### src/rtl/core/obd2rd_pkg.sv
// Shared types and constants for the OBD-II response decoder.
// Holds the input word, result and decoder state structures; no dependencies.
package obd2rd_pkg;

    localparam int unsigned MAX_DTC = 16;

    localparam logic [7:0] MODE_CURRENT   = 8'h01;
    localparam logic [7:0] MODE_STORED    = 8'h03;
    localparam logic [7:0] MODE_PENDING   = 8'h07;
    localparam logic [7:0] MODE_PERMANENT = 8'h0A;

    localparam logic [7:0] PID_MONITORS = 8'h01;
    localparam logic [7:0] PID_RPM      = 8'h0C;
    localparam logic [7:0] PID_SPEED    = 8'h0D;
    localparam logic [7:0] PID_COOLANT  = 8'h05;
    localparam logic [7:0] PID_FUEL     = 8'h2F;
    localparam logic [7:0] PID_LOAD     = 8'h04;

    localparam logic [2:0] TGT_RPM       = 3'd0;
    localparam logic [2:0] TGT_SPEED     = 3'd1;
    localparam logic [2:0] TGT_COOLANT   = 3'd2;
    localparam logic [2:0] TGT_FUEL      = 3'd3;
    localparam logic [2:0] TGT_LOAD      = 3'd4;
    localparam logic [2:0] TGT_STORED    = 3'd0;
    localparam logic [2:0] TGT_PENDING   = 3'd1;
    localparam logic [2:0] TGT_PERMANENT = 3'd2;

    typedef enum logic [2:0] {
        KIND_SCALAR        = 3'd0,
        KIND_DTC_ENTRY     = 3'd1,
        KIND_READY_VALID   = 3'd2,
        KIND_READY_INVALID = 3'd3,
        KIND_LIST_END      = 3'd4
    } kind_t;

    typedef struct packed {
        logic [7:0] mode;
        logic [7:0] pid;
        logic       pid_present;
        logic [7:0] data_byte;
        logic       first_byte;
        logic       last_byte;
        logic       empty_response;
    } item_t;

    typedef struct packed {
        kind_t              result_kind;
        logic [2:0]         target;
        logic signed [14:0] value;
        logic [1:0]         dtc_family;
        logic [13:0]        dtc_digits;
        logic [5:0]         dtc_slot;
        logic               mil_on;
        logic [6:0]         reported_count;
        logic               diesel_engine;
        logic [5:0]         common_monitors;
        logic [15:0]        specific_monitors;
        logic               last_of_run;
    } result_t;

    typedef struct packed {
        logic [2:0]  byte_position;
        logic [23:0] held_bytes;
        logic [6:0]  code_count;
        logic        codes_stopped;
    } state_t;

endpackage

### src/rtl/core/obd2rd_decode.sv
// Combinational decode of one payload word against the current decoder state.
// Produces up to two results and the next state; depends on obd2rd_pkg.
module obd2rd_decode
    import obd2rd_pkg::*;
(
    input  item_t      item,
    input  state_t     state_in,
    output logic [1:0] result_count,
    output result_t    result0,
    output result_t    result1,
    output state_t     state_out
);

    function automatic logic [1:0] monitor_code(input logic sup, input logic inc);
        logic [1:0] code;
        if (!sup)
        begin
            code = 2'd0;
        end
        else
        begin
            code = inc ? 2'd1 : 2'd2;
        end
        return code;
    endfunction

    function automatic result_t readiness(input logic [7:0] a, input logic [7:0] b,
                                          input logic [7:0] c, input logic [7:0] d);
        result_t r;
        r = '0;
        r.result_kind = KIND_READY_VALID;
        r.mil_on = a[7];
        r.reported_count = a[6:0];
        r.diesel_engine = b[3];
        for (int i = 0; i < 3; i++)
        begin
            r.common_monitors[2*i +: 2] = monitor_code(b[i], b[4+i]);
        end
        for (int i = 0; i < 8; i++)
        begin
            if (!(b[3] && i >= 6))
            begin
                r.specific_monitors[2*i +: 2] = monitor_code(c[i], d[i]);
            end
        end
        return r;
    endfunction

    logic        is_ready;
    logic        list_hit;
    logic [2:0]  list_tgt;
    logic [2:0]  pos;
    logic [7:0]  d;
    logic [23:0] held_ins;
    logic [7:0]  d0;
    logic [7:0]  d1;
    logic [15:0] prod;
    logic [16:0] quot;
    state_t      st;
    result_t     r0;
    result_t     r1;
    result_t     rend;
    logic [1:0]  n;

    always_comb
    begin
        case (item.mode)
            MODE_STORED:
            begin
                list_hit = 1'b1;
                list_tgt = TGT_STORED;
            end
            MODE_PENDING:
            begin
                list_hit = 1'b1;
                list_tgt = TGT_PENDING;
            end
            MODE_PERMANENT:
            begin
                list_hit = 1'b1;
                list_tgt = TGT_PERMANENT;
            end
            default:
            begin
                list_hit = 1'b0;
                list_tgt = 3'd0;
            end
        endcase
    end

    always_comb
    begin
        is_ready = (item.mode == MODE_CURRENT) && item.pid_present && (item.pid == PID_MONITORS);
        d = item.data_byte;
        st = state_in;
        r0 = '0;
        r1 = '0;
        rend = '0;
        n = 2'd0;
        pos = 3'd0;
        held_ins = '0;
        d0 = '0;
        d1 = '0;
        prod = '0;
        quot = '0;
        if (item.empty_response)
        begin
            st = '0;
            if (is_ready)
            begin
                n = 2'd1;
                r0.result_kind = KIND_READY_INVALID;
            end
            else if (list_hit)
            begin
                n = 2'd1;
                r0.result_kind = KIND_LIST_END;
                r0.target = list_tgt;
            end
        end
        else
        begin
            if (item.first_byte)
            begin
                st = '0;
            end
            pos = st.byte_position;
            held_ins = st.held_bytes;
            if (pos < 3'd3)
            begin
                held_ins = st.held_bytes | (24'(d) << {pos[1:0], 3'b000});
            end
            if (is_ready)
            begin
                st.held_bytes = held_ins;
                if (pos == 3'd3)
                begin
                    n = 2'd1;
                    r0 = readiness(held_ins[7:0], held_ins[15:8], held_ins[23:16], d);
                end
                else if (item.last_byte && pos < 3'd3)
                begin
                    n = 2'd1;
                    r0.result_kind = KIND_READY_INVALID;
                end
            end
            else if (list_hit)
            begin
                if (!pos[0])
                begin
                    st.held_bytes = {16'd0, d};
                end
                else if (!st.codes_stopped && st.code_count < 7'(MAX_DTC))
                begin
                    if (st.held_bytes[7:0] == 8'd0 && d == 8'd0)
                    begin
                        st.codes_stopped = 1'b1;
                    end
                    else
                    begin
                        n = 2'd1;
                        r0.result_kind = KIND_DTC_ENTRY;
                        r0.dtc_family = st.held_bytes[7:6];
                        r0.dtc_digits = {st.held_bytes[5:0], d};
                        r0.dtc_slot = st.code_count[5:0];
                        st.code_count = st.code_count + 7'd1;
                    end
                end
                if (item.last_byte)
                begin
                    rend.result_kind = KIND_LIST_END;
                    rend.target = list_tgt;
                    rend.value = 15'(st.code_count);
                    if (n == 2'd1)
                    begin
                        r1 = rend;
                        n = 2'd2;
                    end
                    else
                    begin
                        r0 = rend;
                        n = 2'd1;
                    end
                end
            end
            else
            begin
                st.held_bytes = held_ins;
                d0 = held_ins[7:0];
                d1 = held_ins[15:8];
                prod = 16'(d0) * 16'd100;
                quot = (17'(prod) + 17'(prod >> 8) + 17'd1) >> 8;
                if (item.last_byte && item.pid_present)
                begin
                    r0.result_kind = KIND_SCALAR;
                    case (item.pid)
                        PID_RPM:
                        begin
                            if (pos >= 3'd1)
                            begin
                                n = 2'd1;
                                r0.target = TGT_RPM;
                                r0.value = 15'({d0, d1} >> 2);
                            end
                        end
                        PID_SPEED:
                        begin
                            n = 2'd1;
                            r0.target = TGT_SPEED;
                            r0.value = 15'(d0);
                        end
                        PID_COOLANT:
                        begin
                            n = 2'd1;
                            r0.target = TGT_COOLANT;
                            r0.value = 15'(d0) - 15'd40;
                        end
                        PID_FUEL:
                        begin
                            n = 2'd1;
                            r0.target = TGT_FUEL;
                            r0.value = 15'(quot);
                        end
                        PID_LOAD:
                        begin
                            n = 2'd1;
                            r0.target = TGT_LOAD;
                            r0.value = 15'(quot);
                        end
                        default:
                        begin
                            n = 2'd0;
                        end
                    endcase
                end
            end
            st.byte_position = (pos < 3'd4) ? pos + 3'd1 : (pos ^ 3'd1);
            if (item.last_byte)
            begin
                st = '0;
            end
        end
    end

    assign result_count = n;
    assign result0 = r0;
    assign result1 = r1;
    assign state_out = st;

endmodule

### src/rtl/core/obd2_response_decoder.sv
// OBD-II response decoder top level: input register, decode, result register.
// Instantiates obd2rd_decode; depends on obd2rd_pkg.
//
// Each input word is one payload byte tagged with mode and PID. A word that
// yields one result or none leaves the input register as its result, if any,
// is registered, so a word can be taken every cycle unless the output stalls.
// The byte that closes a DTC list while also completing a code yields two
// results and holds the input register until both are registered, since the
// result register delivers one result per cycle.
module obd2_response_decoder
    import obd2rd_pkg::*;
(
    input  logic        clk,
    input  logic        rst_n,
    input  logic        s_tvalid,
    output logic        s_tready,
    input  logic [7:0]  s_tdata,   // data_byte[7:0]
    input  logic        s_tlast,
    input  logic [18:0] s_tuser,   // mode[7:0], pid[15:8], pid_present[16],
                                   // first_byte[17], empty_response[18]
    output logic        m_tvalid,
    input  logic        m_tready,
    output logic [71:0] m_tdata,   // value[14:0], dtc_family[16:15], dtc_digits[30:17],
                                   // dtc_slot[36:31], mil_on[37], reported_count[44:38],
                                   // diesel_engine[45], common_monitors[51:46],
                                   // specific_monitors[67:52], zero[71:68]
    output logic        m_tlast,
    output logic [5:0]  m_tuser    // result_kind[2:0], target[5:3]
);

    item_t      in_reg;
    logic       in_valid_reg;
    logic       in_valid_next;
    logic       sub_reg;
    logic       sub_next;
    state_t     state_reg;
    state_t     state_next;
    result_t    out_reg;
    result_t    out_next;
    logic       out_valid_reg;
    logic       out_valid_next;

    item_t      s_item;
    logic       s_accept;
    logic       out_load;
    logic       emit;
    logic       in_done;
    logic       last_sub;
    logic [1:0] dec_count;
    result_t    dec_res0;
    result_t    dec_res1;
    state_t     dec_state;

    obd2rd_decode u_decode (
        .item         (in_reg),
        .state_in     (state_reg),
        .result_count (dec_count),
        .result0      (dec_res0),
        .result1      (dec_res1),
        .state_out    (dec_state)
    );

    always_comb
    begin
        s_item.mode = s_tuser[7:0];
        s_item.pid = s_tuser[15:8];
        s_item.pid_present = s_tuser[16];
        s_item.data_byte = s_tdata;
        s_item.first_byte = s_tuser[17];
        s_item.last_byte = s_tlast;
        s_item.empty_response = s_tuser[18];
    end

    always_comb
    begin
        last_sub = (dec_count == 2'd2);
        out_load = !out_valid_reg || m_tready;
        emit = in_valid_reg && (dec_count != 2'd0) && out_load;
        in_done = in_valid_reg && ((dec_count == 2'd0) || (emit && (sub_reg == last_sub)));
        s_tready = !in_valid_reg || in_done;
        s_accept = s_tvalid && s_tready;

        in_valid_next = s_accept ? 1'b1 : (in_done ? 1'b0 : in_valid_reg);
        sub_next = in_done ? 1'b0 : (emit ? 1'b1 : sub_reg);
        state_next = in_done ? dec_state : state_reg;
        out_valid_next = emit ? 1'b1 : (m_tready ? 1'b0 : out_valid_reg);

        out_next = sub_reg ? dec_res1 : dec_res0;
        out_next.last_of_run = (sub_reg == last_sub);
    end

    always_ff @(posedge clk or negedge rst_n)
    begin
        if (!rst_n)
        begin
            in_valid_reg <= 1'b0;
            sub_reg <= 1'b0;
            state_reg <= '0;
            out_valid_reg <= 1'b0;
        end
        else
        begin
            in_valid_reg <= in_valid_next;
            sub_reg <= sub_next;
            state_reg <= state_next;
            out_valid_reg <= out_valid_next;
        end
    end

    always_ff @(posedge clk)
    begin
        if (s_accept)
        begin
            in_reg <= s_item;
        end
        if (emit)
        begin
            out_reg <= out_next;
        end
    end

    assign m_tvalid = out_valid_reg;
    assign m_tlast = out_reg.last_of_run;
    assign m_tuser = {out_reg.target, out_reg.result_kind};
    assign m_tdata = {4'd0,
                      out_reg.specific_monitors,
                      out_reg.common_monitors,
                      out_reg.diesel_engine,
                      out_reg.reported_count,
                      out_reg.mil_on,
                      out_reg.dtc_slot,
                      out_reg.dtc_digits,
                      out_reg.dtc_family,
                      out_reg.value};

endmodule
### config.mk
export PLATFORM = sky130hd
export DESIGN_NAME = obd2_response_decoder
export DESIGN_NICKNAME = d
export VERILOG_FILES = /design/src/rtl/core/obd2rd_pkg.sv /design/src/rtl/core/obd2rd_decode.sv /design/src/rtl/core/obd2_response_decoder.sv
export SDC_FILE = /design/constraint.sdc
export NUM_CORES = 1
export LEC_CHECK = 0
export ABC_AREA = 1
export BUFFER_PORTS_ARGS = -buffer_cell sky130_fd_sc_hd__buf_2
export CORE_MARGIN = 2
export CORE_UTILIZATION = 65
export CTS_CLUSTER_SIZE = 16
export DETAILED_ROUTE_END_ITERATION = 12
export MAX_ROUTING_LAYER = met4
export PLACE_DENSITY = 0.87
export SYNTH_ARGS = -nofsm -noshare
export SYNTH_HDL_FRONTEND = slang
export SYNTH_HIERARCHICAL = 1
export SYNTH_SLANG_ARGS = --single-unit
### constraint.sdc
create_clock -name clk -period 14.64 [get_ports clk]
set_input_delay 2.196 -clock clk [delete_from_list [all_inputs] [get_ports clk]]
set_output_delay 2.196 -clock clk [all_outputs]
set_load 0.05 [all_outputs]
# Word-level counts from Yosys, hierarchy flattened
# Index checks and enable logic that the tools add are counted.
# totals
reg_bits,141
latchBits,0
ramBits,0
rom_bits,0
out_inout_bits,81
n_memories,0
# classes
addsub,5
multipliers,1
n_div,0
n_lt_le_gt_ge,4
eq_ne,14
shifts,1
n_mux,94
bitwise_logic,2
reduce_logical,26
# op_table
op,count
2-to-1 mux 75 bit,9
2-to-1 mux 35 bit,4
2-to-1 mux 24 bit,5
case mux 18 bit (5 select lines),1
2-to-1 mux 2 bit,37
2-to-1 mux 69 bit,1
2-to-1 mux 22 bit,3
2-to-1 mux 54 bit,1
2-to-1 mux 32 bit,1
2-to-1 mux 8 bit,4
"== test 8 x 3 -> 1 bit, second input constant",3
"== test 8 x 4 -> 1 bit, second input constant",3
bitwise OR 24 bit,1
<< shifter 8 x 5 -> 24 bit,1
2-to-1 mux 21 bit,1
2-to-1 mux 18 bit,1
2-to-1 mux 3 bit,6
"adder 17 x 1 -> 17 bit, second input constant",1
adder 15 x 7 -> 16 bit,1
"== test 8 x 1 -> 1 bit, second input constant",2
zero test 8 bit,2
2-to-1 mux 1 bit,14
2-to-1 mux 14 bit,1
"multiplier 8 x 5 -> 13 bit, second input constant",1
24 further kinds,43

# Longest topological paths before layout
# depth
depth_word,25
ltp_mapped,34

# Modules after synthesis
# The synthesis kept the hierarchy.
# by_module_without_submodules
mod,instances,cells_per_inst,area_per_inst_um2,seq_area_each_um2
obd2_response_decoder,1,524,5602.9,4043.9
obd2rd_decode,1,765,4262.8,0.0

# Worst setup path after synthesis
# OpenSTA, ideal clock, no wires.
# synth_path
path_kind,reg2out
start,register in_reg[2] (netlist name)
end,output s_tready
t_arrival_ns,3.248
setup_slack_ns,9.196
stages_incl_launch_ff,20
n_path_buf,5
path_cell_list,edfxtp_1 > buf_6 > nor2_4 > buf_2 > buf_2 > buf_2 > ha_1 > nor3_1 > nor2_2 > inv_2 > a211oi_1 > a211oi_1 > a31oi_1 > inv_1 > nand2_2 > nand3_2 > o21ai_2 > buf_6 > nor2_1 > inv_1
# synth_between
elab_chain_len,23
word_cells_on_any_way,38
# synth_rtl
item,line_no,text
"start, declared",obd2_response_decoder.sv:31,item_t in_reg;
"start signal, assigned",obd2_response_decoder.sv:114,in_reg <= s_item;
2-to-1 mux 35 bit (*),obd2rd_decode.sv:123,if (item.first_byte)
2-to-1 mux 35 bit (*),obd2rd_decode.sv:106,if (item.empty_response)
branches (longest 12 deep; another with less-than comparator 7 x 5 -> 1 bit),--,
2-to-1 mux 2 bit (*),obd2rd_decode.sv:133,if (is_ready)
2-to-1 mux 2 bit (*),obd2rd_decode.sv:106,
via dec_count[0],obd2_response_decoder.sv:49,logic [1:0] dec_count;
nonzero test 2 bit,obd2_response_decoder.sv:78,emit = in_valid_reg && (dec_count != 2'd0) && out_load;
logical AND 1 bit (2 in a row),obd2_response_decoder.sv:78,
logical AND 1 bit,obd2_response_decoder.sv:79,in_done = in_valid_reg && ((dec_count == 2'd0) || (emit && (sub_reg == last_sub)));
logical OR 1 bit (*),obd2_response_decoder.sv:79,
logical AND 1 bit (*),obd2_response_decoder.sv:79,
logical OR 1 bit (*),obd2_response_decoder.sv:80,s_tready = !in_valid_reg || in_done;
"end, declared",obd2_response_decoder.sv:16,"output logic s_tready,"
# Mark *: on every way through the listed nets, which the timed path passes. The select of a mux whose other input is x is not followed.

# Worst setup path after layout
# Same ends and word-level chain as after synthesis.

==> reports/summary.md <==
Leaving out fill and tap cells, the most frequent cell in the layout is nand2_1. The number of resized instances in the post-cts repair step was 0; the timing-limited maximum frequency was 151 MHz. The number of core rows was 44; the chip height was 127 um. The via density per instance is 5.51.

The count of nets left with antenna violations once routing finished came out at 0. The width of the die came out at 127 um. Entering global routing, the biggest net connects 77 pins.

The number of buffers added for setup after CTS was 0; the via count of the first global-routing pass was 7915. Maximum fanout along the worst path: 38. The cell at the root of the clock tree was clkbuf_16. The congestion estimate from routability-driven global placement came to 1.00. Average routed wire per standard cell: 15.6 um. The post-route fraction of the period consumed by the critical path is 0.453. The tools report the total track usage as 0.322. Detailed routing placed a total of 11000 um of wire on met2. The H-tree was split into 4 levels.

The ratio of cells with drive above 1 in the final layout was 0.157; the CTS sink count was 141. In this run the count of I/O pins placed on the die edge is 113. The remaining routing DRC violations was 0. Normalized max-slew margin: 0.325. Dividing total power by cell area gives a power density of 122 nW/um^2. The layout overhead on the synthesized area works out to 9.32%. Number of failing setup endpoints in the final timing report: 0. The run gives 4.43 ns as the data arrival time of the critical path.

The flow ran to the end, and the final reports show no timing, DRC or antenna violations. At the pin with the least slew margin, the transition time is 1.01 ns. The cell occurring most often along the worst timing path is inv_1. After detailed routing, no signal wire sits above met4. For the maximum clock path buffer count, the log shows 2.

The endpoint required time on the critical path came out at 12.44 ns. The routed design has 24500 um of wire. The met3 routed wirelength is 2420 um, and the total CTS buffers is 17. The tools report the total iterations of the first detailed-routing run as 8. Synthesis handed over a netlist of 1287 instances. Counting the fill cells in the layout gives 1146. The final layout contains 1453 nets. The finished layout holds 1572 standard cells, fillers aside. The run gives 0 as the max-slew violation total from the final report. In the final timing run, aggregate negative setup slack is 0 ns.

In this run, post-CTS hold repair placed 0 buffers. The average cell area after synthesis works out to 7.65 um^2. For this block, wires on met1 add up to 10500 um. The worst hold-check path type is reg -> reg. The DRC violation total after the first TritonRoute iteration is 1017. Counting tap cells, the placed design contains a total of 1540 instances. TritonCTS built the clock tree.

The insertion delay of the later-clocked pin in the worst-skew pair came out at 0.42 ns. The total area inside the core boundary comes to 14600 um^2. The critical path capture point type was a primary output.

The critical path goes through nor2_4 -> inv_1 -> o21ai_0 -> o22ai_1 -> inv_1 -> o21ai_0 -> a211oi_1 -> a31oi_1 -> inv_1 -> nand2_1 -> nand2_1 -> nand2_1 -> o21ai_2 -> buf_4 -> nor2_1 -> inv_1 -> buf_2. The shortest clock period the worst path allows after layout came out at 6.63 ns. After legalization and detailed placement, the total HPWL measured 17700 um. Warning count from the yosys run: 6.

The hold violation count in the final report came out at 0. Setup repair after global routing left no endpoint under its margin. The startpoint type of the worst setup path is a register. The run gives 0 as the initial antenna violation count. For the effective utilization at floorplan, the log shows 0.673. The number of antenna diodes in the final layout is 0. The clock arrives with 0.00888 ns of skew.

Across all layers, the routed design uses 8656 vias. Clock-pin slew was measured on the worst setup and hold paths at 0.06 ns. The worst-case vdd ir drop is 0.0000804 V. Number of max-cap violations: 0.

The area of the mapped netlist was 9850 um^2. The register with the most flip-flops in the layout has 68 of them. After global routing the overflow that remains totals 0.

For this design the static power due to leakage is 5.34 nW. The critical path is of the reg -> out type. The count of buffers added on input and output ports is 108.

The floorplan step defined a die boundary enclosing 16200 um^2. The run gives 39900 um as the first-pass GRT wire length. Among all stages on the critical path, the largest delay is contributed by nor2_4.

For this run, the slowest stage of the critical path takes 0.75 ns. Leaving out fill and tap cells, the most frequent cells in the layout are nand2_1, inv_1, buf_2.
## worst max-delay path: cells and delay by family (launching register included)
kind | cells | cell delay, ns
compound gates | 6 | 0.94
buf+inv | 6 | 1.33
flops | 1 | 0.62
simple gates | 5 | 1.11
## per-layer routing
| metal | GRT usage | up-vias |
|---|---|---|
| met1 | 0.454 | 3913 |
| met4 | 0.0924 | 0 |
| li1 | - | 4202 |
| met2 | 0.488 | 485 |
| met3 | 0.0515 | 56 |
| met5 | - | - |
## layout make-up
| class | instances | area (um^2) | share of cell area |
|---|---|---|---|
| Clock buffer | 19 | 453 | 0.0421 |
| Clock inverter | 13 | 148 | 0.0137 |
| Inverter | 129 | 487 | 0.0452 |
| Multi-Input combinational cell | 967 | 4780 | 0.444 |
| Sequential cell | 141 | 4050 | 0.376 |
| Tap cell | 184 | 230 | 0.0214 |
| Timing Repair Buffer | 119 | 623 | 0.0579 |
## metrics by stage
step                      utilization  area [um^2]  worst slack, ns  total power [W]  hold WS (ns)
after floorplan                     -        10100             9.20         0.000800         0.442
after global routing            0.735        10800             7.68          0.00139         0.490
after detailed placement        0.694        10200             8.55         0.000879         0.460
after CTS                       0.735        10800             8.07          0.00131         0.474
after global placement          0.694        10200             8.68         0.000866         0.453
final                           0.735        10800             8.01          0.00132         0.472
## where the power goes
part / total, W / internal (W) / switching, W
clock network: 0.000437 / 0.000251 / 0.000186
registers: 0.000464 / 0.000451 / 0.0000129
logic: 0.000417 / 0.000123 / 0.000294
## worst paths after layout
kind                                               start                         to  slack, ns  depth (start not counted)
worst max-delay path                 in_reg[2]$_DFFE_PP_                   s_tready       8.01                         17
worst min-delay path            state_reg[7]$_DFFE_PN0P_   state_reg[7]$_DFFE_PN0P_       0.47                          2
worst max register to register       in_reg[2]$_DFFE_PP_       m_tdata[6]$_DFFE_PP_       8.70                         28
worst min register to register  state_reg[7]$_DFFE_PN0P_   state_reg[7]$_DFFE_PN0P_       0.47                          2
max in group asynchronous                          rst_n        sub_reg$_DFFE_PN0P_      12.15                          1
min in group asynchronous                          rst_n  state_reg[28]$_DFFE_PN0P_       1.89                          1
Note: power is estimated with default switching activity, not from simulation.
